**config.mk**
```make
export PLATFORM = sky130hd
export DESIGN_NAME = cbqr_geom
export DESIGN_NICKNAME = d
export VERILOG_FILES = /design/src/sv/cbqr_pkg.sv /design/src/sv/cbqr_geom.sv
export SDC_FILE = /design/constraint.sdc
export NUM_CORES = 1
export LEC_CHECK = 0
export BUFFER_PORTS_ARGS = -buffer_cell sky130_fd_sc_hd__buf_2
export CAP_MARGIN = 15
export CORE_UTILIZATION = 38
export CTS_CLUSTER_DIAMETER = 80
export CTS_CLUSTER_SIZE = 40
export DETAILED_ROUTE_END_ITERATION = 7
export GPL_TIMING_DRIVEN = 0
export PLACE_DENSITY_LB_ADDON = 0.05
export REMOVE_ABC_BUFFERS = 1
export SLEW_MARGIN = 20
export SYNTH_ARGS = -nofsm -noshare
export SYNTH_HDL_FRONTEND = slang
export SYNTH_SLANG_ARGS = --single-unit
```
**constraint.sdc**
```tcl
create_clock -name clk -period 7.3 [get_ports clk]
set_clock_uncertainty 0.2 [all_clocks]
set_input_delay 0.365 -clock clk [delete_from_list [all_inputs] [get_ports clk]]
set_output_delay 0.365 -clock clk [all_outputs]
set_load 0.03 [all_outputs]
```
**src/sv/cbqr_pkg.sv**
```systemverilog
// ---------------------------------------------------------------------------
// cbqr_pkg
// Shared types, widths and constants of the circle band quadtree refiner.
// ---------------------------------------------------------------------------
package cbqr_pkg;

	// field widths of the ports
	localparam int CODE_W     = 48;
	localparam int LEVEL_W    = 5;
	localparam int CENTER_W   = 25;
	localparam int LEN_W      = 32;
	localparam int CFG_IDX_W  = 3;
	localparam int CFG_DATA_W = 32;

	// coordinate width and fraction bits of the diagonal factor
	localparam int COORD_BITS       = 24;
	localparam int EXTENT_FRAC_BITS = 16;

	localparam int CW     = COORD_BITS;
	localparam int SIZE_W = CW + 1;
	// cell centre in 1/256 cells, one carry bit
	localparam int NC_W   = CW + 9;
	localparam int CEN_SH_W = CENTER_W + 8;
	localparam int DIST_W = (NC_W > CEN_SH_W) ? NC_W : CEN_SH_W;

	// sqrt(1/2) rounded to EXTENT_FRAC_BITS fraction bits
	localparam longint unsigned K_FACTOR =
		(64'd70710678 * (64'd1 << EXTENT_FRAC_BITS) + 64'd50000000) / 64'd100000000;
	localparam int K_W     = EXTENT_FRAC_BITS;
	localparam int FRAC_SH = EXTENT_FRAC_BITS - 8;
	localparam int PROD_W  = K_W + CW + 1;
	localparam logic [PROD_W-1:0] ROUND_BIAS = PROD_W'((64'd1 << FRAC_SH) >> 1);
	localparam int HD_W    = PROD_W - FRAC_SH;
	localparam int SLACK_W = ((LEN_W > HD_W) ? LEN_W : HD_W) + 1;
	localparam int UP_W    = ((LEN_W > SLACK_W) ? LEN_W : SLACK_W) + 1;

	// squares are built from three half-width partial products
	localparam int DL = (DIST_W + 1) / 2;
	localparam int DH = DIST_W - DL;
	localparam int UL = (UP_W + 1) / 2;
	localparam int UH = UP_W - UL;
	localparam int LL = (LEN_W + 1) / 2;
	localparam int LH = LEN_W - LL;

	localparam int DSQ_W  = 2 * DIST_W;
	localparam int D2_W   = DSQ_W + 1;
	localparam int UP2_W  = 2 * UP_W;
	localparam int LO2_W  = 2 * LEN_W;
	localparam int CMP_W0 = (D2_W > UP2_W) ? D2_W : UP2_W;
	localparam int CMP_W  = (CMP_W0 > LO2_W) ? CMP_W0 : LO2_W;

	localparam logic [LEVEL_W-1:0] DEPTH_MIN  = LEVEL_W'(1);
	localparam logic [LEVEL_W-1:0] DEPTH_MAX  = LEVEL_W'(COORD_BITS);
	localparam logic [1:0]         LAST_CHILD = 2'd3;

	// register map
	typedef enum logic [CFG_IDX_W-1:0] {
		REG_GRID_DEPTH     = 3'd0,
		REG_CENTER_X       = 3'd1,
		REG_CENTER_Y       = 3'd2,
		REG_CIRCLE_RADIUS  = 3'd3,
		REG_BAND_WIDTH     = 3'd4,
		REG_FULL_SPLIT_LVL = 3'd5,
		REG_BAND_SPLIT_LVL = 3'd6
	} cfg_reg_e;

	localparam logic [LEVEL_W-1:0]  RST_GRID_DEPTH     = 5'd20;
	localparam logic [CENTER_W-1:0] RST_CENTER_X       = 25'd524288;
	localparam logic [CENTER_W-1:0] RST_CENTER_Y       = 25'd524288;
	localparam logic [LEN_W-1:0]    RST_CIRCLE_RADIUS  = 32'd67108864;
	localparam logic [LEN_W-1:0]    RST_BAND_WIDTH     = 32'd13421773;
	localparam logic [LEVEL_W-1:0]  RST_FULL_SPLIT_LVL = 5'd4;
	localparam logic [LEVEL_W-1:0]  RST_BAND_SPLIT_LVL = 5'd12;

	typedef struct packed {
		logic [LEVEL_W-1:0]  grid_depth;
		logic [CENTER_W-1:0] center_x;
		logic [CENTER_W-1:0] center_y;
		logic [LEN_W-1:0]    circle_radius;
		logic [LEN_W-1:0]    band_width;
		logic [LEVEL_W-1:0]  full_split_lvl;
		logic [LEVEL_W-1:0]  band_split_lvl;
	} cfg_t;

	typedef struct packed {
		logic [CODE_W-1:0]  leaf_code;
		logic [LEVEL_W-1:0] leaf_level;
	} leaf_t;

	typedef struct packed {
		logic [CODE_W-1:0]  child_code;
		logic [LEVEL_W-1:0] child_level;
		logic               was_split;
		logic               last_of_leaf;
	} child_t;

	// leaf data carried down the pipeline
	typedef struct packed {
		logic [CODE_W-1:0]  code;
		logic [LEVEL_W-1:0] level;
		logic [CW-1:0]      x;
		logic [CW-1:0]      y;
		logic [CW-1:0]      x1;
		logic [CW-1:0]      y1;
		logic               lvl_ok;
		logic               coarse_hit;
		logic               fine_hit;
	} leaf_info_t;

	typedef struct packed {
		logic                valid;
		leaf_info_t          info;
		logic [DIST_W-1:0]   dx;
		logic [DIST_W-1:0]   dy;
		logic [SLACK_W-1:0]  slack;
	} geo_t;

	typedef struct packed {
		logic       valid;
		leaf_info_t info;
		logic       split;
	} dec_t;

endpackage

```
**src/sv/cbqr_geom.sv**
```systemverilog
// ---------------------------------------------------------------------------
// cbqr_geom
// Stages 1 and 2: code decode and level checks, then distances from the
// circle centre, band slack and child corner offsets.
// ---------------------------------------------------------------------------
module cbqr_geom import cbqr_pkg::*; (
	input  logic  clk,
	input  logic  arst_n,
	input  cfg_t  cfg,
	input  logic  leaf_valid,
	input  leaf_t leaf,
	output logic  leaf_stall,
	input  logic  rdy_dn,
	output geo_t  geo
);

	logic ld_s1, ld_s2;
	logic v_s1, v_s2;

	logic [LEVEL_W-1:0] depth;
	logic [CW-1:0]      x_dec, y_dec;

	logic [CODE_W-1:0]  code_s1;
	logic [LEVEL_W-1:0] level_s1;
	logic [CW-1:0]      x_s1, y_s1;
	logic [LEVEL_W-1:0] sh_s1;
	logic               lvl_ok_s1, coarse_s1, fine_s1;

	logic [SIZE_W-1:0]  size_c;
	logic [CW-1:0]      step_c;
	logic [DIST_W-1:0]  ncx_c, ncy_c, cxs_c, cys_c, dx_c, dy_c;
	logic [PROD_W-1:0]  prod_c;
	logic [HD_W-1:0]    hd_c;
	logic [SLACK_W-1:0] slack_c;

	leaf_info_t         info_s2;
	logic [DIST_W-1:0]  dx_s2, dy_s2;
	logic [SLACK_W-1:0] slack_s2;

	assign ld_s2      = !v_s2 || rdy_dn;
	assign ld_s1      = !v_s1 || ld_s2;
	assign leaf_stall = !ld_s1;

	// stage 1: split the code into x and y, clamp depth
	always_comb begin
		x_dec = '0;
		y_dec = '0;
		for (int i = 0; i < CW; i++) begin
			if (2 * i < CODE_W) x_dec[i] = leaf.leaf_code[2 * i];
			if (2 * i + 1 < CODE_W) y_dec[i] = leaf.leaf_code[2 * i + 1];
		end
		if (cfg.grid_depth < DEPTH_MIN) begin
			depth = DEPTH_MIN;
		end else if (cfg.grid_depth > DEPTH_MAX) begin
			depth = DEPTH_MAX;
		end else begin
			depth = cfg.grid_depth;
		end
	end

	always_ff @(posedge clk or negedge arst_n) begin
		if (!arst_n) begin
			v_s1 <= 1'b0;
		end else if (ld_s1) begin
			v_s1 <= leaf_valid;
		end
	end

	always_ff @(posedge clk) begin
		if (ld_s1) begin
			code_s1   <= leaf.leaf_code;
			level_s1  <= leaf.leaf_level;
			x_s1      <= x_dec;
			y_s1      <= y_dec;
			sh_s1     <= depth - leaf.leaf_level;
			lvl_ok_s1 <= leaf.leaf_level < depth;
			coarse_s1 <= leaf.leaf_level < cfg.full_split_lvl;
			fine_s1   <= leaf.leaf_level < cfg.band_split_lvl;
		end
	end

	// stage 2: centre distance per axis, slack = band + half diagonal
	always_comb begin
		size_c  = SIZE_W'(1) << sh_s1;
		step_c  = CW'(size_c >> 1);
		ncx_c   = DIST_W'({x_s1, 8'b0}) + DIST_W'({size_c, 7'b0});
		ncy_c   = DIST_W'({y_s1, 8'b0}) + DIST_W'({size_c, 7'b0});
		cxs_c   = DIST_W'({cfg.center_x, 8'b0});
		cys_c   = DIST_W'({cfg.center_y, 8'b0});
		dx_c    = (ncx_c >= cxs_c) ? ncx_c - cxs_c : cxs_c - ncx_c;
		dy_c    = (ncy_c >= cys_c) ? ncy_c - cys_c : cys_c - ncy_c;
		// size is a power of two, so size * k is a shift
		prod_c  = PROD_W'(K_FACTOR) << sh_s1;
		hd_c    = HD_W'((prod_c + ROUND_BIAS) >> FRAC_SH);
		slack_c = SLACK_W'(cfg.band_width) + SLACK_W'(hd_c);
	end

	always_ff @(posedge clk or negedge arst_n) begin
		if (!arst_n) begin
			v_s2 <= 1'b0;
		end else if (ld_s2) begin
			v_s2 <= v_s1;
		end
	end

	always_ff @(posedge clk) begin
		if (ld_s2) begin
			info_s2.code       <= code_s1;
			info_s2.level      <= level_s1;
			info_s2.x          <= x_s1;
			info_s2.y          <= y_s1;
			info_s2.x1         <= x_s1 + step_c;
			info_s2.y1         <= y_s1 + step_c;
			info_s2.lvl_ok     <= lvl_ok_s1;
			info_s2.coarse_hit <= coarse_s1;
			info_s2.fine_hit   <= fine_s1;
			dx_s2              <= dx_c;
			dy_s2              <= dy_c;
			slack_s2           <= slack_c;
		end
	end

	assign geo = '{valid: v_s2, info: info_s2, dx: dx_s2, dy: dy_s2, slack: slack_s2};

endmodule

```
==> qor.csv <==
stage,metric,value,unit
clock_network,Clock transition at path regs,0.09,ns
grt,number of global-route vias before repair,14600,
hold_path,Worst Hold Launch,cfg[9],
timing,slew of the pin with the lowest slew margin,0.782,ns
floorplanning,IO Count,440,
floorplanning,Initial Utilization,0.386,
yosys,gate count after technology mapping,1884,
timing,Finish-stage setup viols,0,
clock_network,Sink Count,252,
pwr,leak pwr,10.2,nW
route,Routed wire per std cell,20.2,um
yosys,number of synthesized flops with an enable pin,250,
placement,GP Congestion,0.894,
finish,share of cells above drive strength 1,0.229,
setup_path,Critical Path End Type,flop,
yosys,Yosys reg bits,252,
timing,Final period util,0.964,
timing,Fmax,0.142,GHz
route,ANT nets after route,0,
route,DRT iter0 DRCs,978,
yosys,"Top FF cell, synth",edfxtp_1,
job,Max-cap violations,0,
pwr,Cell Int Power,3.72,mW
hold_path,worst min path class,input pin to flop,
pwr,"Power, Total",6.57,mW
timing,Slew Limit Fails,0,
floorplanning,die width,223,um
clock_network,CTS H-tree lvls,1,
setup_path,crit path max fanout,17,
yosys,Synth area leader,edfxtp_1,
setup_path,Buf/Inv on CP,1,
yosys,"top cells by area, synth","edfxtp_1 (41%), ha_1 (12%), xnor2_1 (4.2%)",
setup_path,Worst path max stage delay,0.46,ns
pwr,register share of total power,0.328,
yosys,Post-Syn Area,18500,sq um
finish,Fillers,4567,
route,via count,15400,
timing,Final Hold Vio Count,0,
setup_path,CP Cell Sequence,"inv_1, ha_2, nand2_1, nor2_1, ha_1, a31oi_1, nor3b_1, a21boi_2, nor4_4, o31ai_2, o21ai_2, a21o_1, a21o_1, xor2_1, ha_1, nand3_1, nor2_1, and3_1, a31oi_1, nand2b_4, mux2i_1, a221oi_1, xnor2_1",
yosys,"Async S/R FF share, synth",0.00794,
setup_path,Reg2Reg Launch Point,sh_s1[0],
clock_network,Num CTS Buffers,21,
placement,IO Port Bufs,393,
grt,GRT Total Usage,0.226,
setup_path,reg-to-reg endpoint,dx_s2[24],
setup_path,CP max-delay cell,ha_1,
setup_path,Worst EP arrival,7.11,ns
yosys,sequential cell area fraction in the yosys report,0.408,
finish,Final Cell Area,22400,sq um
pwr,Gate power share,0.485,
setup_path,Required @ worst endpoint,7.37,ns
route,DRC violations left,0,
grt,grt total ovfl,0,
pwr,Switch Pwr,2.85,mW
grt,largest net degree at the start of global routing,57,
setup_path,R2R Setup Slk,0.26,ns
placement,dpl cell area,20700,sq um
route,Total Routed Length,58400,um
clock_network,Skew-Pair Late Insertion Delay,0.54,ns
grt,global-route wire length before repair,86100,um
floorplanning,die height,223,um
setup_path,crit path kind,flop to flop,
setup_path,crit path launch type,flop,
finish,# nets final,2634,
floorplanning,full die area,49600,sq um
yosys,distinct cell type count after synthesis,87,
status,outcome,completed,
pwr,clock share of power,0.187,
timing,RSZ-0062 raised after global routing,true,
yosys,Mapped Avg Cell Area,9.83,sq um
yosys,Synth Warn #,0,
timing,slew margin rel.,0.477,
clock_network,CTS max path bufs,3,
clock_network,CTS tree,done,
timing,Tmin final,7.04,ns
route,drt via density,5.33,
placement,detailed placer's ending HPWL,46300,um
hold_path,Hold Path End,coarse_s1,
pwr,P per Cell Area,293,nW/um^2
setup_path,"CP delay by family, top",simple AND/OR/NAND/NOR gates,
hold_path,WHS Path Cells,4,
pwr,peak supply drop,0.176,mV
finish,Area Overhead vs Synth,20.8,%
yosys,Yosys top cell area share,0.405,
floorplanning,num rows,80,
finish,Final Util,0.467,
clock_network,Root Buffer,clkbuf_16,
grt,antenna violations before repair,9,
pwr,Sw Share,0.434,
route,Pre-antenna DRT Iters,5,
timing,Setup TNS,0,ns
setup_path,FF-to-FF path depth,23,
floorplanning,CORE AREA,47900,sq um
[cell usage after synthesis, types with 6 or more instances]
cell type	number
edfxtp_1	250
ha_1	180
inv_1	162
a21oi_1	152
nor2_1	117
nand2_1	113
o21ai_0	94
a21o_1	91
xnor2_1	89
buf_4	67
clkbuf_1	63
xor2_1	51
nand3_1	41
nor3_1	34
nand2b_1	24
nand4_1	24
o21bai_1	24
a31oi_1	20
a211oi_1	19
mux2i_1	19
nor2b_1	19
o21a_1	13
and3_1	12
nor4_1	11
and2_1	10
o22ai_1	10
a21boi_0	9
o211ai_1	9
o31a_1	9
a221oi_1	8
a211o_1	7
o31ai_1	7
or2_2	7
and4_1	6
fa_1	6
[per-layer routing]
layer,GRT usage,part of all wire,up-vias
li1,-,-,7541
met1,0.317,0.46,7316
met2,0.368,0.46,494
met3,0.0279,0.050,69
met4,0.0598,0.024,6
met5,0,0.00060,-
[power by group through the flow]
| stage | registers (mW) | logic, mW | clock network (mW) |
|---|---|---|---|
| 3_3_place_gp | 2.25 | 3.02 | 0 |
| 6_report | 2.15 | 3.19 | 1.23 |
| 4_1_cts | 2.17 | 3.14 | 1.27 |
| 5_1_grt | 2.19 | 3.45 | 1.31 |
| 2_1_floorplan | 2.82 | 1.54 | 0 |
| 3_5_place_dp | 2.21 | 3.04 | 0 |
[layout by cell type, fill, tap and decap left out, drive strengths merged, types with 6 or more instances in the layout]
master | synthesis | routed
buf | 76 | 419
edfxtp | 250 | 250
ha | 180 | 180
inv | 162 | 167
a21oi | 152 | 152
nor2 | 117 | 117
nand2 | 113 | 113
o21ai | 98 | 98
a21o | 91 | 91
xnor2 | 90 | 90
dlygate4sd3 | 0 | 59
xor2 | 51 | 51
nand3 | 41 | 41
nor3 | 34 | 34
nand2b | 24 | 25
nand4 | 24 | 24
o21bai | 24 | 24
clkbuf | 63 | 22
a211oi | 21 | 21
a31oi | 20 | 20
mux2i | 19 | 19
nor2b | 19 | 19
conb | 1 | 14
o21a | 13 | 13
and3 | 12 | 12
nor4 | 12 | 12
o22ai | 11 | 11
and2 | 10 | 10
a21boi | 10 | 10
o31a | 9 | 9
o211ai | 9 | 9
a221oi | 9 | 9
or2 | 7 | 7
a211o | 7 | 7
o31ai | 7 | 7
and4 | 6 | 6
fa | 6 | 6
a31o | 4 | 6
clkinv | 1 | 6
[how the worst max path moves through the flow]
stage | end | start | depth (start not counted) | slack (ns)
finish | dx_s2[24] | sh_s1[0] | 23 | 0.26
global route | dx_s2[24] | sh_s1[0] | 24 | -0.01
CTS | dy_s2[23] | sh_s1[0] | 26 | 0.009
detailed placement | dy_s2[23] | sh_s1[4] | 25 | -1.59
global placement | dy_s2[23] | sh_s1[2] | 25 | -1.66
floorplan | dy_s2[17] | sh_s1[2] | 26 | 0.67
[worst min-delay path: cells and delay by family]
family                   cells  cell delay (ns)
AO/OA/AOI/OAI                1             0.03
adder cells (fa/ha/maj)      1             0.13
buffers and inverters        2             0.14
[per-stage QoR]
step | worst slack, ns | instances | hold WS (ns)
detailed placement | -1.59 | 2777 | -0.0490
floorplan | 0.674 | 1758 | -0.131
finish | 0.261 | 2895 | 0.0783
CTS | 0.00921 | 2878 | 0.0509
global placement | -1.66 | 2766 | -0.0492
global route | -0.00972 | 2894 | 0.0744
[state kept, by name, summed over array words and instances (netlist names)]
name and count:
geo 104, code_s1 48, slack_s2 34, dx_s2 26, dy_s2 25, level_s1 5, sh_s1 5, coarse_s1 1
fine_s1 1, lvl_ok_s1 1, v_s1 1, v_s2 1
[repair_timing]
item | in CTS | in global routing
gates resized for setup | 17 | 23
setup buffers | 4 | 11
setup endpoints to repair | 50 | 47
hold buffers | 59 | 0
hold endpoints to repair | 59 | 0
cloned | 1 | 2
pin swaps | 0 | 1
[final cells by class]
class                           instances  area (sq um)  area share
Tap cell                              615           769      0.0344
Antenna cell                            4          10.0    0.000447
Inverter                              163           619      0.0277
Clock inverter                         15           203     0.00905
Clock buffer                           22           529      0.0236
Multi-Input combinational cell       1346          9830       0.439
Sequential cell                       252          7560       0.338
Timing Repair Buffer                  478          2870       0.128
[cell families (layout without fill, tap and decap cells)]
group,count (synthesis),count (layout),synth area share
AO/OA/AOI/OAI,530,532,0.187
AND/OR/NAND/NOR,447,448,0.120
buffers and inverters,302,678,0.0755
flip-flops,252,252,0.408
adder cells (fa/ha/maj),191,191,0.131
XOR/XNOR,141,141,0.0671
multiplexers,20,20,0.0109
other,1,18,0.000202
Note: power is estimated with default switching activity, not from simulation.
