[config.mk]
export PLATFORM = sky130hd
export DESIGN_NAME = cbqr_emit
export DESIGN_NICKNAME = d
export VERILOG_FILES = /design/src/sv/cbqr_pkg.sv /design/src/sv/cbqr_emit.sv
export SDC_FILE = /design/constraint.sdc
export NUM_CORES = 1
export LEC_CHECK = 0
export ABC_CLOCK_PERIOD_IN_PS = 11150
export BUFFER_PORTS_ARGS = -buffer_cell sky130_fd_sc_hd__buf_2
export CAP_MARGIN = 20
export CORE_UTILIZATION = 40
export CTS_BUF_LIST = sky130_fd_sc_hd__clkbuf_4 sky130_fd_sc_hd__clkbuf_8
export CTS_CLUSTER_SIZE = 40
export DETAILED_ROUTE_END_ITERATION = 12
export PLACE_DENSITY = 0.81
export RECOVER_POWER = 50
export REMOVE_ABC_BUFFERS = 1
export SYNTH_ARGS = -nofsm -noshare
export SYNTH_HDL_FRONTEND = slang
export SYNTH_SLANG_ARGS = --single-unit
[constraint.sdc]
create_clock -name clk -period 11.15 [get_ports clk]
set_input_delay 0 -clock clk [delete_from_list [all_inputs] [get_ports clk]]
set_output_delay 0 -clock clk [all_outputs]
set_load 0.05 [all_outputs]
[src/sv/cbqr_pkg.sv]
// ---------------------------------------------------------------------------
// cbqr_pkg
// Shared types, widths and constants of the circle band quadtree refiner.
// ---------------------------------------------------------------------------
package cbqr_pkg;

	// field widths of the ports
	localparam int CODE_W     = 48;
	localparam int LEVEL_W    = 5;
	localparam int CENTER_W   = 25;
	localparam int LEN_W      = 32;
	localparam int CFG_IDX_W  = 3;
	localparam int CFG_DATA_W = 32;

	// coordinate width and fraction bits of the diagonal factor
	localparam int COORD_BITS       = 24;
	localparam int EXTENT_FRAC_BITS = 16;

	localparam int CW     = COORD_BITS;
	localparam int SIZE_W = CW + 1;
	// cell centre in 1/256 cells, one carry bit
	localparam int NC_W   = CW + 9;
	localparam int CEN_SH_W = CENTER_W + 8;
	localparam int DIST_W = (NC_W > CEN_SH_W) ? NC_W : CEN_SH_W;

	// sqrt(1/2) rounded to EXTENT_FRAC_BITS fraction bits
	localparam longint unsigned K_FACTOR =
		(64'd70710678 * (64'd1 << EXTENT_FRAC_BITS) + 64'd50000000) / 64'd100000000;
	localparam int K_W     = EXTENT_FRAC_BITS;
	localparam int FRAC_SH = EXTENT_FRAC_BITS - 8;
	localparam int PROD_W  = K_W + CW + 1;
	localparam logic [PROD_W-1:0] ROUND_BIAS = PROD_W'((64'd1 << FRAC_SH) >> 1);
	localparam int HD_W    = PROD_W - FRAC_SH;
	localparam int SLACK_W = ((LEN_W > HD_W) ? LEN_W : HD_W) + 1;
	localparam int UP_W    = ((LEN_W > SLACK_W) ? LEN_W : SLACK_W) + 1;

	// squares are built from three half-width partial products
	localparam int DL = (DIST_W + 1) / 2;
	localparam int DH = DIST_W - DL;
	localparam int UL = (UP_W + 1) / 2;
	localparam int UH = UP_W - UL;
	localparam int LL = (LEN_W + 1) / 2;
	localparam int LH = LEN_W - LL;

	localparam int DSQ_W  = 2 * DIST_W;
	localparam int D2_W   = DSQ_W + 1;
	localparam int UP2_W  = 2 * UP_W;
	localparam int LO2_W  = 2 * LEN_W;
	localparam int CMP_W0 = (D2_W > UP2_W) ? D2_W : UP2_W;
	localparam int CMP_W  = (CMP_W0 > LO2_W) ? CMP_W0 : LO2_W;

	localparam logic [LEVEL_W-1:0] DEPTH_MIN  = LEVEL_W'(1);
	localparam logic [LEVEL_W-1:0] DEPTH_MAX  = LEVEL_W'(COORD_BITS);
	localparam logic [1:0]         LAST_CHILD = 2'd3;

	// register map
	typedef enum logic [CFG_IDX_W-1:0] {
		REG_GRID_DEPTH     = 3'd0,
		REG_CENTER_X       = 3'd1,
		REG_CENTER_Y       = 3'd2,
		REG_CIRCLE_RADIUS  = 3'd3,
		REG_BAND_WIDTH     = 3'd4,
		REG_FULL_SPLIT_LVL = 3'd5,
		REG_BAND_SPLIT_LVL = 3'd6
	} cfg_reg_e;

	localparam logic [LEVEL_W-1:0]  RST_GRID_DEPTH     = 5'd20;
	localparam logic [CENTER_W-1:0] RST_CENTER_X       = 25'd524288;
	localparam logic [CENTER_W-1:0] RST_CENTER_Y       = 25'd524288;
	localparam logic [LEN_W-1:0]    RST_CIRCLE_RADIUS  = 32'd67108864;
	localparam logic [LEN_W-1:0]    RST_BAND_WIDTH     = 32'd13421773;
	localparam logic [LEVEL_W-1:0]  RST_FULL_SPLIT_LVL = 5'd4;
	localparam logic [LEVEL_W-1:0]  RST_BAND_SPLIT_LVL = 5'd12;

	typedef struct packed {
		logic [LEVEL_W-1:0]  grid_depth;
		logic [CENTER_W-1:0] center_x;
		logic [CENTER_W-1:0] center_y;
		logic [LEN_W-1:0]    circle_radius;
		logic [LEN_W-1:0]    band_width;
		logic [LEVEL_W-1:0]  full_split_lvl;
		logic [LEVEL_W-1:0]  band_split_lvl;
	} cfg_t;

	typedef struct packed {
		logic [CODE_W-1:0]  leaf_code;
		logic [LEVEL_W-1:0] leaf_level;
	} leaf_t;

	typedef struct packed {
		logic [CODE_W-1:0]  child_code;
		logic [LEVEL_W-1:0] child_level;
		logic               was_split;
		logic               last_of_leaf;
	} child_t;

	// leaf data carried down the pipeline
	typedef struct packed {
		logic [CODE_W-1:0]  code;
		logic [LEVEL_W-1:0] level;
		logic [CW-1:0]      x;
		logic [CW-1:0]      y;
		logic [CW-1:0]      x1;
		logic [CW-1:0]      y1;
		logic               lvl_ok;
		logic               coarse_hit;
		logic               fine_hit;
	} leaf_info_t;

	typedef struct packed {
		logic                valid;
		leaf_info_t          info;
		logic [DIST_W-1:0]   dx;
		logic [DIST_W-1:0]   dy;
		logic [SLACK_W-1:0]  slack;
	} geo_t;

	typedef struct packed {
		logic       valid;
		leaf_info_t info;
		logic       split;
	} dec_t;

endpackage

[src/sv/cbqr_emit.sv]
// ---------------------------------------------------------------------------
// cbqr_emit
// Output register: passes an unsplit leaf as one word, or steps through the
// four children of a split leaf in Morton order.
// ---------------------------------------------------------------------------
module cbqr_emit import cbqr_pkg::*; (
	input  logic   clk,
	input  logic   arst_n,
	input  dec_t   dec,
	output logic   rdy_up,
	output logic   child_valid,
	input  logic   child_stall,
	output child_t child
);

	logic               valid_q;
	logic [1:0]         cnt_q;
	logic               split_q;
	logic [CODE_W-1:0]  code_q;
	logic [LEVEL_W-1:0] level_q;
	logic [CW-1:0]      x_q, y_q, x1_q, y1_q;

	logic               fire, last;
	logic [CW-1:0]      cx, cy;
	logic [CODE_W-1:0]  morton;

	assign last   = !split_q || (cnt_q == LAST_CHILD);
	assign fire   = valid_q && !child_stall;
	assign rdy_up = !valid_q || (fire && last);

	always_ff @(posedge clk or negedge arst_n) begin
		if (!arst_n) begin
			valid_q <= 1'b0;
			cnt_q   <= '0;
		end else if (rdy_up) begin
			valid_q <= dec.valid;
			cnt_q   <= '0;
		end else if (fire) begin
			cnt_q <= cnt_q + 2'd1;
		end
	end

	always_ff @(posedge clk) begin
		if (rdy_up) begin
			split_q <= dec.split;
			code_q  <= dec.info.code;
			level_q <= dec.info.level;
			x_q     <= dec.info.x;
			y_q     <= dec.info.y;
			x1_q    <= dec.info.x1;
			y1_q    <= dec.info.y1;
		end
	end

	// child (dx,dy) order: (0,0) (1,0) (0,1) (1,1)
	assign cx = cnt_q[0] ? x1_q : x_q;
	assign cy = cnt_q[1] ? y1_q : y_q;

	always_comb begin
		morton = '0;
		for (int i = 0; i < CW; i++) begin
			if (2 * i < CODE_W) morton[2 * i] = cx[i];
			if (2 * i + 1 < CODE_W) morton[2 * i + 1] = cy[i];
		end
	end

	assign child_valid        = valid_q;
	assign child.child_code   = split_q ? morton : code_q;
	assign child.child_level  = split_q ? level_q + LEVEL_W'(1) : level_q;
	assign child.was_split    = split_q;
	assign child.last_of_leaf = last;

endmodule

==> impl_metrics.py, run 1 <==
metrics = {
    "die": {
        "fp.dieW_microns": 121.8,
        "io-pin-count": 214,
        "start_util": 0.4118,
        "die_h_microns": 121.8,
        "rows": 43,
    },
    "synthesis": {
        "ys_types": 22,
        "yosys_register_bits": 153,
        "synth.area.top_cells": "edfxtp_1 (78%), mux2i_1 (8.4%), a21oi_1 (4.2%), nor2_1 (3.1%), dfrtp_1 (1.3%)",
        "syn_area_sq_mm": 0.005738,
        "yosys.area.top_type": "edfxtp_1",
        "avgSynthCellArea_sq_um": 17.08,
        "yosysSeqAreaShare": 0.7981,
        "synth_cells": 336,
        "yosysTopAreaCellShare": 0.7850,
        "ys_warn_count": 0,
    },
    "clock_tree": {
        "cts_root_buf": "clkbuf_8",
        "post_cts_resize_count": 0,
        "cts_buffers": 17,
        "post_cts_buffers": 0,
        "h-tree-depth": 4,
        "clock_sinks": 153,
        "clk_path_buf_depth": 2,
        "postCtsHoldBufs": 150,
    },
    "status": {
        "stop_stage": "clock tree synthesis",
        "stop_error": "[ERROR RSZ-0060] Max buffer count reached.",
        "outcome": "stopped before the end",
    },
    "placement": {
        "finalWeightedCongestion": 0.7085,
        "io_buffers": 210,
        "dp.cells": 713,
        "post_dp_cell_area_sq_mm": 0.006960,
        "hpwl_mm": 7.539,
    },
}
==> per-stage QoR <==
| step | TNS, ns | worst slack, ns | hold WS (ns) |
|---|---|---|---|
| after floorplan | -497.01 | -3.278 | -0.2956 |
| after global placement | 0 | 8.745 | -0.1989 |
| after detailed placement | 0 | 8.639 | -0.1937 |
==> Yosys cell counts, drive strengths merged <==
master,n
xnor2,3
dfrtp,3
a21boi,1
mux2,1
xor2,1
and2b,1
nand4,2
nand2b,1
a21oi,48
nor2b,2
ha,2
inv,1
edfxtp,150
nor2,48
or3,1
mux2i,48
a22oi,1
buf,19
o21ai,1
nand2,2
==> logic make-up after synthesis <==
family	Yosys count	share of synthesized area
buf+inv	20	0.01984
simple gates	57	0.04056
flops	153	0.7981
compound gates	51	0.04536
fa+ha+maj	2	0.004360
xor+xnor	4	0.006107
mux	49	0.08570
==> inputs of run 2 (changes only) <==
==> config.mk (replaced) <==
export PLATFORM = sky130hd
export DESIGN_NAME = cbqr_emit
export DESIGN_NICKNAME = d
export VERILOG_FILES = /design/src/sv/cbqr_pkg.sv /design/src/sv/cbqr_emit.sv
export SDC_FILE = /design/constraint.sdc
export NUM_CORES = 1
export LEC_CHECK = 0
export ABC_CLOCK_PERIOD_IN_PS = 14500
export BUFFER_PORTS_ARGS = -buffer_cell sky130_fd_sc_hd__buf_2
export CAP_MARGIN = 20
export CORE_UTILIZATION = 25
export DETAILED_ROUTE_END_ITERATION = 12
export PLACE_DENSITY_LB_ADDON = 0.15
export RECOVER_POWER = 50
export REMOVE_ABC_BUFFERS = 1
export SYNTH_ARGS = -nofsm -noshare
export SYNTH_HDL_FRONTEND = slang
export SYNTH_SLANG_ARGS = --single-unit
==> constraint.sdc (replaced) <==
create_clock -name clk -period 14.5 [get_ports clk]
set_input_delay 0 -clock clk [delete_from_list [all_inputs] [get_ports clk]]
set_output_delay 0 -clock clk [all_outputs]
set_load 0.05 [all_outputs]
==> run 2 against run 1 <==
Compared with the run above:
- the flow now finishes, with violations (max-capacitance violations, max-slew violations)
- synthesized cell count stayed put
- synthesized area stayed put
==> impl_metrics.py, run 2 <==
metrics = {
    "status": {
        "outcome": "finished, violations left",
        "violations": "max-capacitance violations, max-slew violations",
    },
    "clock_tree": {
        "postCtsHoldBufs": 154,
        "post_cts_buffers": 0,
        "tritoncts": "done",
        "post_cts_resize_count": 0,
        "clock_sinks": 153,
        "clk_path_buf_depth": 2,
        "h-tree-depth": 4,
        "cts_root_buf": "clkbuf_16",
        "clk_latency_ns": 0.42,
        "cts_buffers": 17,
        "clk_transition_reported_paths_ns": 0.07,
    },
    "layout": {
        "syn_to_final_growth_pct": 61.27,
        "final_cell_mix": "buf_2 (186), dlygate4sd3_1 (154), edfxtp_1 (150)",
        "layout_commonest_cell": "buf_2",
        "nets": 865,
        "antennaDiodeCount": 0,
        "largest_reg_flops": 48,
        "drive_above_1_share": 0.3115,
        "regMostFlops": "code_q",
        "final_cell_count_no_fill": 1004,
    },
    "synthesis": {
        "synth-async-reset-ratio": 0.01961,
        "yosys.area.top_type": "edfxtp_1",
        "avgSynthCellArea_sq_um": 17.08,
        "yosysTopAreaCellShare": 0.7850,
        "ys_warn_count": 0,
        "synth.area.top_cells": "edfxtp_1 (78%), mux2i_1 (8.4%), a21oi_1 (4.2%), nor2_1 (3.1%), dfrtp_1 (1.3%)",
        "ys_types": 22,
        "synth_cells": 336,
        "yosysMostFrequentCell": "edfxtp_1",
        "ys_top_cells_by_count": "edfxtp_1 (150), a21oi_1 (48), mux2i_1 (48), nor2_1 (48), buf_4 (8)",
        "yosysSeqAreaShare": 0.7981,
        "synth-edff-count": 150,
        "synth-main-ff-cell": "edfxtp_1",
        "syn_area_sq_mm": 0.005738,
        "yosys_register_bits": 153,
    },
    "grt": {
        "grt_pass1_vias": 4260,
        "grt_max_degree": 68,
        "grt_usage": 0.1183,
        "grt_antenna_before_repair": 0,
        "grt_pass1_wl_mm": 21.47,
        "overflow": 0,
    },
    "placement": {
        "dp.cells": 817,
        "finalWeightedCongestion": 0.7005,
        "hpwl_mm": 8.296,
        "io_buffers": 210,
        "dpl_worst_slack_ns": 10.07,
    },
    "worst_setup_path": {
        "start_kind": "register",
        "endpoint_kind": "register",
        "required_ns": 14.54,
        "cp.arrival_ns": 5.21,
        "path_class": "reg2reg",
        "cp_max_fo": 67,
    },
    "power_and_ir_drop": {
        "ir_worst_vdd_mv": 0.07862,
        "powerDensity_mw_per_mm2": 136.2,
        "leakagePower_nw": 3.590,
    },
    "drt": {
        "antenna_left": 0,
        "totalWireLength_mm": 13.49,
        "drc": 0,
        "drt-pass1-iter-count": 4,
        "vias": 4075,
        "routedWlPerCell_microns": 13.44,
        "drtIter0Drc": 157,
        "via_per_inst": 4.059,
    },
    "flow_run": {
        "drv_cap": 3,
    },
    "timing": {
        "skew_ns": 0.008063,
        "slew_headroom": -0.3661,
        "timing.final.ws_setup_ns": 9.333,
        "setup-tns-final_ns": 0,
        "drv_slew": 54,
        "tightestPinTransition_ns": 2.049,
        "hold_violations": 0,
        "setup_viol_count_final": 0,
        "min_period_ns": 5.167,
        "rsz0062_at_grt": "false",
        "fmax_ghz": 0.1935,
        "final_min_period_over_clock_period": 0.3563,
    },
    "die": {
        "die_h_microns": 153.5,
        "core_sq_mm": 0.02257,
        "start_util": 0.2542,
        "fp.dieW_microns": 153.5,
        "io-pin-count": 214,
        "die_area_sq_mm": 0.02356,
        "rows": 55,
    },
    "min_path": {
        "hold_path.class": "in2reg",
    },
}
==> run 2: cell counts after synthesis <==
Identical to the previous run, type by type.
==> run 2: routing by layer <==
layer  vias to the layer above  share of wire  global-route usage
li1                       2017              -                   -
met1                      1937           0.41              0.1319
met2                       108           0.53              0.2167
met3                        13          0.042             0.02818
met4                         0          0.018             0.04619
met5                         -              0                   0
==> run 2: final timing paths <==
| kind | startpoint | endpoint | slack, ns | cells past startpoint |
|---|---|---|---|---|
| max in group asynchronous | arst_n | cnt_q[0]$_DFFE_PN0P_ | 13.85 | 3 |
| worst min register to register | child_valid$_DFFE_PN0P_ | cnt_q[1]$_DFFE_PN0P_ | 0.56 | 1 |
| worst max-delay path | cnt_q[0]$_DFFE_PN0P_ | y_q[15]$_DFFE_PP_ | 9.33 | 6 |
| worst max register to register | cnt_q[0]$_DFFE_PN0P_ | y_q[15]$_DFFE_PP_ | 9.33 | 6 |
| min in group asynchronous | arst_n | child_valid$_DFFE_PN0P_ | 0.50 | 3 |
| worst min-delay path | dec[27] | y1_q[23]$_DFFE_PP_ | 0.28 | 2 |
==> run 2: kinds of logic (layout without fill, tap and decap cells) <==
group,Yosys count,after routing,synth area share
XOR/XNOR,4,4,0.006107
flip-flops,153,153,0.7981
AND/OR/NAND/NOR,57,57,0.04056
buffers and inverters,20,403,0.01984
AO/OA/AOI/OAI,51,51,0.04536
multiplexers,49,49,0.08570
adder cells (fa/ha/maj),2,2,0.004360
==> run 2: worst max-delay path: stages, from the launching register on <==
cell and delay [ns]:
dfrtp_1 1.45, ha_1 0.31, and2b_1 0.20, o21ai_0 1.12, buf_12 0.30, buf_4 0.57
buf_4 0.76
==> run 2: power by group <==
group	switching, W	internal (W)	total, W
registers	0.0000151	0.000533	0.000548
clock network	0.000202	0.000283	0.000485
logic	0.000146	0.0000814	0.000227
==> run 2: layout make-up <==
class,instances,area (sq um)
fillers,2129,13320
flip-flops and latches,153,4579
repair buffers,370,2616
multi-input cells,163,1045
clock buffers,17,425.4
well taps,285,356.6
clock inverters,15,227.7
inverters,1,3.754
==> run 2: per-stage QoR <==
stage	util	cell area (sq um)	total power (W)	hold WS (ns)
final	0.4100	9254	0.001260	0.2823
after global routing	0.4100	9254	0.001316	0.2661
after CTS	0.4111	9280	0.001282	0.2601
after detailed placement	0.3139	7086	0.0007567	-0.1973
after global placement	0.3139	7086	0.0007530	-0.1973
after floorplan	-	5628	0.0007123	-0.2956
Power figures use the tool's default switching activity.
==> inputs of run 3 (changes only) <==
--- a/config.mk
+++ b/config.mk
@@ -5,7 +5,7 @@
 export SDC_FILE = /design/constraint.sdc
 export NUM_CORES = 1
 export LEC_CHECK = 0
-export ABC_CLOCK_PERIOD_IN_PS = 14500
+export ABC_CLOCK_PERIOD_IN_PS = 4400
 export BUFFER_PORTS_ARGS = -buffer_cell sky130_fd_sc_hd__buf_2
 export CAP_MARGIN = 20
 export CORE_UTILIZATION = 25
==> constraint.sdc (replaced) <==
create_clock -name clk -period 4.4 [get_ports clk]
set_input_delay 0 -clock clk [delete_from_list [all_inputs] [get_ports clk]]
set_output_delay 0 -clock clk [all_outputs]
set_load 0.05 [all_outputs]
==> run 3 against run 2 <==
Compared with the run above:
- the flow still finishes with violations (max-capacitance violations, max-slew violations)
- register-to-register slack got worse by 7.9 ns
- highest routed layer unchanged
- global-route usage barely moved
- worst hold slack got worse by 0.0027 ns
- clock skew rose by 0.0012 ns
- die area did not move
- critical path depth fell by 2
- critical path type is now reg2out
==> impl_metrics.py, run 3 (same netlist as run 2, synthesis figures left out) <==
metrics = {
    "drt": {
        "vias": 4046,
        "routedWlPerCell_microns": 13.59,
        "antenna_left": 0,
        "drtIter0Drc": 119,
        "totalWireLength_mm": 13.66,
        "via_per_inst": 4.026,
        "drc": 0,
        "drt-pass1-iter-count": 4,
    },
    "clock_tree": {
        "clk_transition_reported_paths_ns": 0.07,
        "post_cts_buffers": 0,
        "clock_sinks": 153,
        "postCtsHoldBufs": 155,
        "cts_root_buf": "clkbuf_16",
        "clk_latency_ns": 0.42,
        "cts_buffers": 17,
        "tritoncts": "done",
        "clk_path_buf_depth": 2,
        "h-tree-depth": 4,
        "post_cts_resize_count": 0,
    },
    "grt": {
        "grt_pass1_wl_mm": 21.40,
        "grt_pass1_vias": 4267,
        "grt_antenna_before_repair": 0,
        "overflow": 0,
        "grt_usage": 0.1186,
        "grt_max_degree": 119,
    },
    "timing": {
        "drv_slew": 60,
        "skew_ns": 0.009300,
        "tightestPinTransition_ns": 2.108,
        "min_period_ns": 3.009,
        "timing.final.ws_setup_ns": 1.391,
        "slew_headroom": -0.4051,
        "rsz0062_at_grt": "false",
        "hold_violations": 0,
        "final_min_period_over_clock_period": 0.6839,
        "fmax_ghz": 0.3323,
        "setup_viol_count_final": 0,
        "hold_ws_ns": 0.2796,
    },
    "layout": {
        "multi_input_area_sq_mm": 0.001045,
        "syn_to_final_growth_pct": 61.82,
        "antennaDiodeCount": 0,
        "final_cell_count_no_fill": 1005,
        "layout_commonest_cell": "buf_2",
        "fillCellCount": 2137,
        "final_cell_mix": "buf_2 (205), dlygate4sd3_1 (155), edfxtp_1 (150)",
        "drive_above_1_share": 0.3389,
        "nets": 866,
        "largest_reg_flops": 48,
        "regArea_sq_mm": 0.004581,
        "fin_util": 0.4114,
        "regMostFlops": "code_q",
    },
    "die": {
        "fp.dieW_microns": 153.5,
        "rows": 55,
        "core_sq_mm": 0.02257,
        "die_area_sq_mm": 0.02356,
        "start_util": 0.2542,
        "io-pin-count": 214,
        "die_h_microns": 153.5,
    },
    "worst_setup_path": {
        "r2r_slack_ns": 1.42,
        "cp_max_fo": 25,
        "required_ns": 4.40,
        "cp_slowest_stage_delay_ns": 1.52,
        "path_cells": "clkbuf_1 > mux2i_1 > a21oi_1 > buf_2",
        "cp_top_family": "buffers and inverters",
        "path_class": "reg2out",
        "start_kind": "register",
        "endpoint_kind": "output pin",
        "cp.arrival_ns": 3.01,
        "critPathSlowestCell": "clkbuf_1",
        "path_buf_inv": 2,
    },
    "placement": {
        "finalWeightedCongestion": 0.6873,
        "dpl_worst_slack_ns": 2.294,
        "io_buffers": 210,
        "dp.cells": 818,
        "hpwl_mm": 8.293,
    },
    "min_path": {
        "hold_path.class": "in2reg",
    },
    "power_and_ir_drop": {
        "ir_worst_vdd_mv": 0.1932,
        "powerDensity_mw_per_mm2": 450.8,
        "leakagePower_nw": 3.640,
        "p_total_w": 0.004186,
    },
    "status": {
        "outcome": "finished, violations left",
        "violations": "max-capacitance violations, max-slew violations",
    },
    "flow_run": {
        "drv_cap": 2,
    },
}
[run 3: path summary, 6_finish.rpt]
| check | start | to | cells after the start |
|---|---|---|---|
| max | cnt_q[1]$_DFFE_PN0P_ | child[30] | 4 |
| min | dec[93] | x_q[17]$_DFFE_PP_ | 2 |
| max reg2reg | cnt_q[0]$_DFFE_PN0P_ | code_q[44]$_DFFE_PP_ | 4 |
| min reg2reg | child_valid$_DFFE_PN0P_ | cnt_q[1]$_DFFE_PN0P_ | 1 |
| max in group asynchronous | arst_n | cnt_q[0]$_DFFE_PN0P_ | 3 |
| min in group asynchronous | arst_n | cnt_q[1]$_DFFE_PN0P_ | 3 |
[run 3: cell type report]
cell class | count | share of cell area
well taps | 285 | 0.03840
multi-input cells | 163 | 0.1125
clock inverters | 15 | 0.02439
clock buffers | 17 | 0.04582
flip-flops and latches | 153 | 0.4933
repair buffers | 371 | 0.2851
inverters | 1 | 0.0004043
[run 3: metal layers]
metal	vias up	global-route usage	part of all wire
li1	2011	-	-
met5	-	0	0
met2	110	0.2134	0.54
met1	1918	0.1327	0.40
met4	0	0.04000	0.010
met3	7	0.03579	0.050
[run 3: metrics by stage]
stage / setup TNS (ns) / instance area (sq um)
after floorplan: -1523.01 / 5628
after global placement: 0 / 7106
after detailed placement: 0 / 7106
after CTS: 0 / 9309
after global routing: 0 / 9285
final: 0 / 9285
[run 3: power by group]
group          switching (W)  internal, W  total (W)
clock network       0.000647     0.000977    0.00162
logic               0.000497     0.000273   0.000770
registers          0.0000320      0.00176    0.00179
total                0.00118      0.00301    0.00419
==> inputs of run 4 (changes only) <==
--- a/config.mk
+++ b/config.mk
@@ -5,7 +5,8 @@
 export SDC_FILE = /design/constraint.sdc
 export NUM_CORES = 1
 export LEC_CHECK = 0
-export ABC_CLOCK_PERIOD_IN_PS = 4400
+export ABC_AREA = 1
+export ABC_CLOCK_PERIOD_IN_PS = 2950
 export BUFFER_PORTS_ARGS = -buffer_cell sky130_fd_sc_hd__buf_2
 export CAP_MARGIN = 20
 export CORE_UTILIZATION = 25
==> constraint.sdc (replaced) <==
create_clock -name clk -period 2.95 [get_ports clk]
set_input_delay 0 -clock clk [delete_from_list [all_inputs] [get_ports clk]]
set_output_delay 0 -clock clk [all_outputs]
set_load 0.05 [all_outputs]
==> run 4 against run 3 <==
Compared with the run above:
- the run now ends clean
- sequential cell count stayed put
- critical path depth up 1
- combinational power increased by 55%
- die area rose by 0.65%
- via count grew 12%
- worst hold slack barely moved
- first-iteration DRC count rose by 48%
- clock skew grew 0.0019 ns
- clock power grew 33%
==> impl_metrics.py, run 4 <==
metrics = {
    "worst_setup_path": {
        "cp_slowest_stage_delay_ns": 0.53,
        "start_kind": "register",
        "path_cells": "clkinvlp_2 > nor2_1 > o21ai_0 > buf_12 > buf_2",
        "cp_max_fo": 122,
        "required_ns": 2.95,
        "path_class": "reg2out",
        "critPathSlowestCell": "buf_12",
        "cp.arrival_ns": 2.41,
        "endpoint_kind": "output pin",
        "cp_top_family": "buffers and inverters",
        "path_buf_inv": 3,
    },
    "layout": {
        "drive_above_1_share": 0.3142,
        "final_cell_area_sq_mm": 0.009190,
        "fillCellCount": 2144,
        "regArea_sq_mm": 0.004579,
        "syn_to_final_growth_pct": 59.12,
        "final_cell_count_no_fill": 1072,
        "regMostFlops": "code_q",
        "layout_commonest_cell": "buf_2",
        "multi_input_area_sq_um": 985.9,
        "nets": 932,
        "largest_reg_flops": 48,
        "final_cell_mix": "buf_2 (208), dlygate4sd3_1 (154), edfxtp_1 (150)",
    },
    "synthesis": {
        "yosys_register_bits": 153,
        "synthXorXnorAreaFrac": 0.003033,
        "ys_warn_count": 0,
        "yosys.area_share.simple": 0.07886,
        "synth.area.mux_share": 0,
        "yosysTopAreaCellShare": 0.7799,
        "synth-main-ff-cell": "edfxtp_1",
        "avgSynthCellArea_sq_um": 14.26,
        "synth_cells": 405,
        "synth_top_family_by_area": "compound AO/OA/AOI/OAI gates",
        "synth-async-reset-ratio": 0.01961,
        "yosysSeqAreaShare": 0.7929,
        "syn_area_sq_mm": 0.005776,
        "synth.area.top_cells": "edfxtp_1 (78%), o21ai_0 (4.3%), o21ai_1 (4.2%), nand2_1 (4.2%), nor2_1 (3.2%)",
        "yosysMostFrequentCell": "edfxtp_1",
        "synth-compound-area-share": 0.08492,
        "ys_types": 16,
        "synth-edff-count": 150,
        "synth_fa_ha_area_frac": 0.004333,
        "ys_top_cells_by_count": "edfxtp_1 (150), nand2_1 (64), o21ai_0 (50)",
        "yosys.area.top_type": "edfxtp_1",
    },
    "power_and_ir_drop": {
        "powerDensity_mw_per_mm2": 656.2,
        "leakagePower_nw": 3.724,
        "combPwrFrac": 0.198,
        "ir_worst_vdd_mv": 0.3053,
        "p_total_w": 0.006031,
        "power.switching_w": 0.001787,
        "power_frac_clock": 0.359,
        "swShare": 0.2963,
        "seqPwrFrac": 0.443,
        "power.internal_w": 0.004244,
    },
    "grt": {
        "grt_usage": 0.1408,
        "grt_pass1_vias": 4815,
        "grt.met3_usage": 0.04989,
        "met1_usage": 0.1628,
        "use_met2": 0.2400,
        "busiest_layer": "met2",
        "overflow": 0,
        "grt_antenna_before_repair": 1,
        "grt_pass1_wl_mm": 25.37,
        "grt_max_degree": 123,
    },
    "flow_run": {
        "drv_cap": 0,
    },
    "drt": {
        "drc": 0,
        "routedWlPerCell_microns": 15.21,
        "drt-pass1-iter-count": 4,
        "drtIter0Drc": 176,
        "vias": 4546,
        "antenna_left": 0,
        "via_per_inst": 4.241,
        "totalWireLength_mm": 16.31,
    },
    "clock_tree": {
        "clk_transition_reported_paths_ns": 0.07,
        "cts_root_buf": "clkbuf_16",
        "clk_path_buf_depth": 2,
        "clk_latency_ns": 0.42,
        "clock_sinks": 153,
        "cts_buffers": 17,
        "h-tree-depth": 4,
        "tritoncts": "done",
        "post_cts_resize_count": 0,
    },
    "timing": {
        "tightestPinTransition_ns": 0.7773,
        "min_period_ns": 2.406,
        "drv_slew": 0,
        "hold_violations": 0,
        "setup-tns-final_ns": 0,
        "setup_viol_count_final": 0,
        "fmax_ghz": 0.4156,
        "final_min_period_over_clock_period": 0.8156,
        "slew_headroom": 0.4818,
        "rsz0062_at_grt": "false",
        "skew_ns": 0.01115,
    },
    "die": {
        "core_sq_mm": 0.02264,
        "io-pin-count": 214,
        "die_h_microns": 154.0,
        "rows": 55,
        "die_area_sq_mm": 0.02371,
        "fp.dieW_microns": 154.0,
        "start_util": 0.2551,
    },
    "placement": {
        "hpwl_mm": 9.249,
        "io_buffers": 210,
        "post_dp_cell_area_sq_mm": 0.007088,
        "dp.cells": 885,
        "finalWeightedCongestion": 0.7728,
    },
    "min_path": {
        "hold_path.class": "in2reg",
    },
    "status": {
        "outcome": "finished clean",
    },
}
## run 4: changes by cell type after synthesis, moves of 3 or more
cell / before / now
a21oi_1: 48 / 0
buf_1: 4 / 0
buf_6: 0 / 7
inv_1: 1 / 8
mux2i_1: 48 / 0
nand2_1: 2 / 64
o21ai_0: 1 / 50
o21ai_1: 0 / 48
xnor2_1: 3 / 0
## run 4: logic make-up (layout without fill, tap and decap cells)
group                    after synthesis  after routing
AO/OA/AOI/OAI                         98             98
AND/OR/NAND/NOR                      118            118
buffers and inverters                 32            413
flip-flops                           153            153
XOR/XNOR                               2              2
other                                  0              1
adder cells (fa/ha/maj)                2              2
## run 4: what timing repair did
item	in CTS	in global routing
endpoints found under the hold margin	156	0
hold buffers	154	0
setup endpoints to repair	0	0
setup buffers	0	0
## run 4: final timing paths
| path | cells after the start | end | startpoint | slack [ns] |
|---|---|---|---|---|
| setup / recovery | 5 | rdy_up | split_q$_DFFE_PP_ | 0.54 |
| hold / removal | 2 | x1_q[18]$_DFFE_PP_ | dec[46] | 0.28 |
| setup reg to reg | 4 | x1_q[15]$_DFFE_PP_ | split_q$_DFFE_PP_ | 0.92 |
| hold reg to reg | 2 | cnt_q[0]$_DFFE_PN0P_ | child_valid$_DFFE_PN0P_ | 0.61 |
| max in group asynchronous | 3 | child_valid$_DFFE_PN0P_ | arst_n | 2.32 |
| min in group asynchronous | 3 | cnt_q[1]$_DFFE_PN0P_ | arst_n | 0.48 |
## run 4: power by group through the flow
stage	Combinational (W)	Sequential (W)	Clock, W
6_report	0.00119	0.00267	0.00216
5_1_grt	0.00128	0.00269	0.00230
4_1_cts	0.00121	0.00267	0.00223
3_5_place_dp	0.00105	0.00272	0
3_3_place_gp	0.00104	0.00271	0
2_1_floorplan	0.000649	0.00280	0
## run 4: through the flow
stage	setup slack (ns)	hold WS, ns	util
after floorplan	-6.598	-0.2956	-
after global placement	1.188	-0.2019	0.3131
after detailed placement	1.200	-0.1994	0.3131
after CTS	0.7243	0.2525	0.4067
after global routing	0.3669	0.2646	0.4059
final	0.5439	0.2800	0.4059
## run 4: layer usage
layer / routed length [microns] / up-vias
met5: 0 / -
li1: - / 2194
met2: 7959 / 161
met1: 7004 / 2179
met4: 183 / 0
met3: 1163 / 12
## run 4: cell type report
| cell class | instances | area share |
|---|---|---|
| Clock buffer | 18 | 0.04670 |
| Inverter | 11 | 0.004629 |
| Multi-Input combinational cell | 220 | 0.1073 |
| Clock inverter | 14 | 0.01620 |
| Tap cell | 285 | 0.03880 |
| Sequential cell | 153 | 0.4983 |
| Antenna cell | 1 | 0.0002723 |
| Timing Repair Buffer | 370 | 0.2878 |
